<file path="config.mk">
export PLATFORM = sky130hd
export DESIGN_NAME = sls_lane
export DESIGN_NICKNAME = d
export VERILOG_FILES = /design/src/sls_pkg.sv /design/src/sls_lane.sv
export SDC_FILE = /design/constraint.sdc
export NUM_CORES = 1
export LEC_CHECK = 0
export ABC_CLOCK_PERIOD_IN_PS = 2100
export BUFFER_PORTS_ARGS = -buffer_cell sky130_fd_sc_hd__buf_2
export CAP_MARGIN = 10
export CORE_MARGIN = 3
export CORE_UTILIZATION = 39
export DETAILED_ROUTE_END_ITERATION = 8
export GPL_ROUTABILITY_DRIVEN = 0
export SETUP_SLACK_MARGIN = 0.4
export SYNTH_ARGS = -nofsm -noshare
export SYNTH_HDL_FRONTEND = slang
export SYNTH_SLANG_ARGS = --single-unit
</file>
<file path="constraint.sdc">
create_clock -name clk -period 2.1 [get_ports clk]
set_input_delay 0.21 -clock clk [delete_from_list [all_inputs] [get_ports clk]]
set_output_delay 0.21 -clock clk [all_outputs]
set_load 0.1 [all_outputs]
</file>
<file path="src/sls_pkg.sv">
// Shared constants, codes and types of the lookup sum unit.
package sls_pkg;

  localparam int LANES         = 4;
  localparam int ELEMENT_BITS  = 16;
  localparam int ROW_BITS      = LANES * ELEMENT_BITS;
  localparam int TABLE_DEPTH   = 1024;
  localparam int ADDR_BITS     = $clog2(TABLE_DEPTH);
  localparam int MAX_SEGMENTS  = 64;
  localparam int SUM_BITS      = 22;
  localparam int INDEX_BITS    = 16;
  localparam int SEG_CFG_BITS  = 7;
  localparam int EPS_CFG_BITS  = 11;
  localparam int CFG_DATA_BITS = 11;

  typedef enum logic {
    CFG_SEGMENTS            = 1'b0,
    CFG_ENTRIES_PER_SEGMENT = 1'b1
  } cfg_index_t;

  typedef enum logic {
    OP_WRITE  = 1'b0,
    OP_LOOKUP = 1'b1
  } op_t;

  // Per-cycle lane control from the sequencer.
  typedef struct packed {
    logic clear;  // drop partial sums
    logic acc;    // add the row lane this cycle
    logic last;   // closing segment of a group
  } lane_ctrl_t;

endpackage

</file>
<file path="src/sls_lane.sv">
// One lane: sign-extends its element and keeps the running sum.
module sls_lane import sls_pkg::*; (
  input  logic                       clk,
  input  logic                       rst,
  input  lane_ctrl_t                 ctrl,
  input  logic [ELEMENT_BITS-1:0]    element,
  output logic signed [SUM_BITS-1:0] total
);

  logic signed [SUM_BITS-1:0] sum;

  // total wraps at SUM_BITS
  assign total = sum + SUM_BITS'(signed'(element));

  always_ff @(posedge clk) begin
    if (rst || ctrl.clear) begin
      sum <= '0;
    end else if (ctrl.acc) begin
      sum <= ctrl.last ? '0 : total;
    end
  end

endmodule

</file>
## Word-level counts from Yosys, hierarchy flattened

Cells that the tools add are included.

| operators by class | value |
|---|---|
| multiplexer cells | 1 |
| reductions and logical operators | 1 |
| $add $sub $neg | 1 |

Operators by type and width:

| kind | count |
|---|---|
| $add A22 B16 Y22 | 1 |
| $mux W22 | 1 |
| $logic_or A1 B1 Y1 | 1 |

| word-level totals | value |
|---|---|
| output and inout bits | 22 |
| logic and storage cells | 4 |
| bits of input ports | 21 |
| register bits after elaboration | 22 |

## Depth between registers and ports, before layout

| depth | value |
|---|---|
| depth after elaboration | 2 |
| mapped depth | 9 |
| gate-level depth less buffers | 9 |

## Least setup slack after synthesis

No wires, ideal clock.

| timing | value |
|---|---|
| path kind | flip-flop to flip-flop |
| from | register sum[0] |
| to | register sum[10] |
| data arrival time | 3,614 ps |
| cell stages (with the launch flop) | 10 |
| clock period less this slack | 3,681 ps |
| library setup time | 67 ps |
| path slack | -1,581 ps |
| buffers on the path | 0 |
| path through | dfxtp_1 -> ha_1 -> fa_1 -> a211oi_1 -> o21bai_1 -> a31o_2 -> a21oi_1 -> o21ai_0 -> xor2_1 -> a22o_1 |

| between the ends | value |
|---|---|
| cells in the longest elaborated chain, start to end | 2 |

Ends and longest elaborated chain:

| item | RTL line | source |
|---|---|---|
| start, declared | sls_lane.sv:10 | `logic signed [SUM_BITS-1:0] sum;` |
| start signal, assigned | sls_lane.sv:19 | `sum <= ctrl.last ? '0 : total;` |
| $add A22 B16 Y22 | sls_lane.sv:13 | `assign total = sum + SUM_BITS'(signed'(element));` |
| via total[10] | sls_lane.sv:7 | `output logic signed [SUM_BITS-1:0] total` |
| $mux W22 | sls_lane.sv:19 |  |

The timed path passes the listed nets, and every way through them passes these cells.
A chain may end at the register's enable or synchronous reset.

## Worst setup path after layout

| timing | value |
|---|---|
| from | register sum[0] |
| to | output port total[18] |

| between the ends | value |
|---|---|
| cells in the longest elaborated chain, start to end | 1 |

Ends and longest elaborated chain:

| item | RTL line |
|---|---|
| $add A22 B16 Y22 | sls_lane.sv:13 |
| end, declared | sls_lane.sv:7 |

No other way between the ends.

==> qor.json <==
{
  "ctsHtreeMaxLevel": 1,
  "startpoint_to_endpoint_class_of_the_critical_path": "register to output port",
  "endpoint_kind": "output port",
  "setup_viol": 37,
  "top_level_pins": 43,
  "core_region_area_um2": 4470,
  "max_stage_delay_ns": 0.36,
  "reg_top3": "sum: 22 flops",
  "maxSlewHeadroom_pct": 61.3,
  "synthFlopType": "sky130_fd_sc_hd__dfxtp_1",
  "cellPowerDensity_nw_per_um2": 464,
  "grt_pass1_vias": 2377,
  "fin_total_pwr_w": 0.00190,
  "vias_per_cell": 6.08,
  "filler_cell_count": 160,
  "stdcell_count": 411,
  "static-leakage-power_nw": 1.80,
  "place.detailed.hpwl_um": 4840,
  "route.vias.total": 2500,
  "layout.cells.most_common": "sky130_fd_sc_hd__buf_4",
  "wire_per_inst_um": 21.9,
  "postSynthRegisterBits": 22,
  "top_register": "sum",
  "tightest_slew_ns": 0.574,
  "fp.dieArea_um2": 5630,
  "cp_slowest_cell": "sky130_fd_sc_hd__fa_2",
  "total_nets_final": 403,
  "start_util_pct": 41.5,
  "largest_register_ff_count": 22,
  "grt_antenna_before_repair": 0,
  "fin_ws_ns": -0.710,
  "remaining_antenna_violation_count": 0,
  "port-buffer-count": 42,
  "synthCells": 226,
  "totalNegativeSetupSlack_ns": -12.26,
  "cts_tree": "built",
  "slew_violations": 0,
  "clock_tree.root_cell": "sky130_fd_sc_hd__clkbuf_8",
  "yosys_warnings": 0,
  "die_h_um": 75,
  "syn_to_final_growth_pct": 121,
  "final_cell_mix": "sky130_fd_sc_hd__buf_4 (82), sky130_fd_sc_hd__buf_2 (21), sky130_fd_sc_hd__buf_12 (21)",
  "clk_pin_slew_ns": 0.10,
  "finalHoldViolations": 0,
  "cts.hold.buffers_added": 0,
  "drc": 0,
  "crit_chain": "ha_4 -> fa_2 -> a211oi_2 -> o21ai_1 -> a21oi_2 -> o211ai_1 -> a31oi_2 -> xnor2_4 -> buf_12",
  "critical_path_start_type": "register",
  "whs_ns": 0.210,
  "failing_checks": "setup timing",
  "data_arrival_at_the_endpoint_of_the_critical_path_ns": 2.60,
  "placementRows": 24,
  "count_of_clock_tree_sinks": 22,
  "track_usage_pct": 26.5,
  "place.detailed.instances": 381,
  "post_synthesis_instance_area_um2": 1860,
  "synth.lib_cells_used.distinct": 47,
  "grt_overflow_total": 0,
  "synth_enable_flop_cells": 0,
  "asyncSetResetFlopFracSynth_pct": 0,
  "min_path_type": "input port to register",
  "post_synth.cell_area_avg_um2": 8.22,
  "grt_setup_unrepaired": "yes",
  "number_of_buffers_added_by_the_clock_tree_synthesis_step": 3,
  "drt-pass1-iter-count": 5,
  "synth_seq_area_share_pct": 23.7,
  "crit_fanout": 2,
  "drv.max_cap_violation_count": 0,
  "req_time_crit_path_ns": 1.89,
  "layout.core_utilization_pct": 91.7,
  "clk-insertion-delay-late_ns": 0.29,
  "antenna_cells": 0,
  "synthesis.nets": 269,
  "worst_ir_drop_vdd_mv": 0.337,
  "finalWorstPathRequiredPeriod_ns": 2.81,
  "max_freq_mhz": 356,
  "clock_skew_ns": 0.00201,
  "run_status": "finished with violations",
  "layout-drive-gt1-share_pct": 66.3,
  "cts_buffer_depth": 2,
  "detail_route.wirelength_um": 9010,
  "grt_start_max_net_pins": 14,
  "final_min_period_over_clock_period_pct": 134,
  "drt-initial-drc-count": 168,
  "grt_first_pass_wirelength_um": 11400,
  "floorplan.die.width_um": 75
}
==> layer usage <==
layer | vias to the layer above | part of all wire [%] | GRT usage [%]
met5 | - | 0 | 0
met4 | 0 | 5.1 | 8.70
met3 | 41 | 5.6 | 2.14
met2 | 149 | 51 | 46.9
met1 | 1204 | 38 | 33.7
li1 | 1106 | - | -
==> metrics by stage <==
step	worst slack, ns	area, um2
floorplan	-0.614	2520
global placement	-0.313	3570
detailed placement	-0.351	3570
CTS	-0.601	3940
global route	-0.804	4100
finish	-0.710	4100
==> power by group <==
part,switching (W),internal (W)
combinational,0.000651,0.000460
sequential,0.0000101,0.000427
clock,0.000185,0.000169
total,0.000846,0.00106
==> critical path: cells and delay by family, from the launching register on <==
family | cells | cell delay (ns)
AOI/OAI and AO/OA | 5 | 1.06
adders and majority gates | 2 | 0.52
DFF | 1 | 0.35
buffers and inverters | 1 | 0.20
xor gates and xnor gates | 1 | 0.17
==> area by class of cell <==
class | count | area, um2 | area share (%)
multi-input combinational | 188 | 2190 | 53.5
inverter | 6 | 22.5 | 0.549
clock buffer | 4 | 55.1 | 1.34
tap | 52 | 65.1 | 1.59
sequential | 22 | 457 | 11.1
timing repair buffer | 139 | 1310 | 31.9
==> cells by family (layout without fill, tap and decap cells) <==
logic type / after synthesis / after routing / share of synthesized area, %
AOI/OAI and AO/OA: 85 / 85 / 30.7
and+or+nand+nor: 60 / 60 / 16.6
buffers and inverters: 16 / 149 / 3.77
adders and majority gates: 22 / 22 / 15.2
muxes: 1 / 1 / 0.539
xor gates and xnor gates: 20 / 20 / 9.43
DFF: 22 / 22 / 23.7
==> final timing paths <==
kind / from / endpoint / slack [ns] / cells past startpoint
worst max-delay path: sum[0] / total[18] / -0.71 / 9
worst min-delay path: ctrl[0] / sum[0] / 0.21 / 3
worst max register to register: sum[0] / sum[12] / -0.44 / 12
worst min register to register: sum[19] / sum[19] / 0.49 / 2
==> cell usage after synthesis (3+ instances only) <==
library cell	n	area (um2)
sky130_fd_sc_hd__a211oi_1	5	37.5
sky130_fd_sc_hd__a21o_1	5	37.5
sky130_fd_sc_hd__a21oi_1	30	150
sky130_fd_sc_hd__a22o_1	11	96.3
sky130_fd_sc_hd__a31oi_1	4	25.0
sky130_fd_sc_hd__clkbuf_1	7	26.3
sky130_fd_sc_hd__dfxtp_1	22	440
sky130_fd_sc_hd__ha_1	21	263
sky130_fd_sc_hd__inv_1	6	22.5
sky130_fd_sc_hd__nand2_1	13	48.8
sky130_fd_sc_hd__nand2b_1	3	18.8
sky130_fd_sc_hd__nand4_1	5	31.3
sky130_fd_sc_hd__nor2_1	16	60.1
sky130_fd_sc_hd__nor2b_1	9	56.3
sky130_fd_sc_hd__o21ai_0	11	55.1
sky130_fd_sc_hd__xnor2_1	12	105
sky130_fd_sc_hd__xor2_1	8	70.1
==> timing repair <==
action,4_1_cts,5_1_grt
endpoints found under the setup margin,38,40
gates resized for setup,45,18
setup buffers,15,11
pin swaps,47,23
No activity file was read; power rests on OpenSTA's default activity.
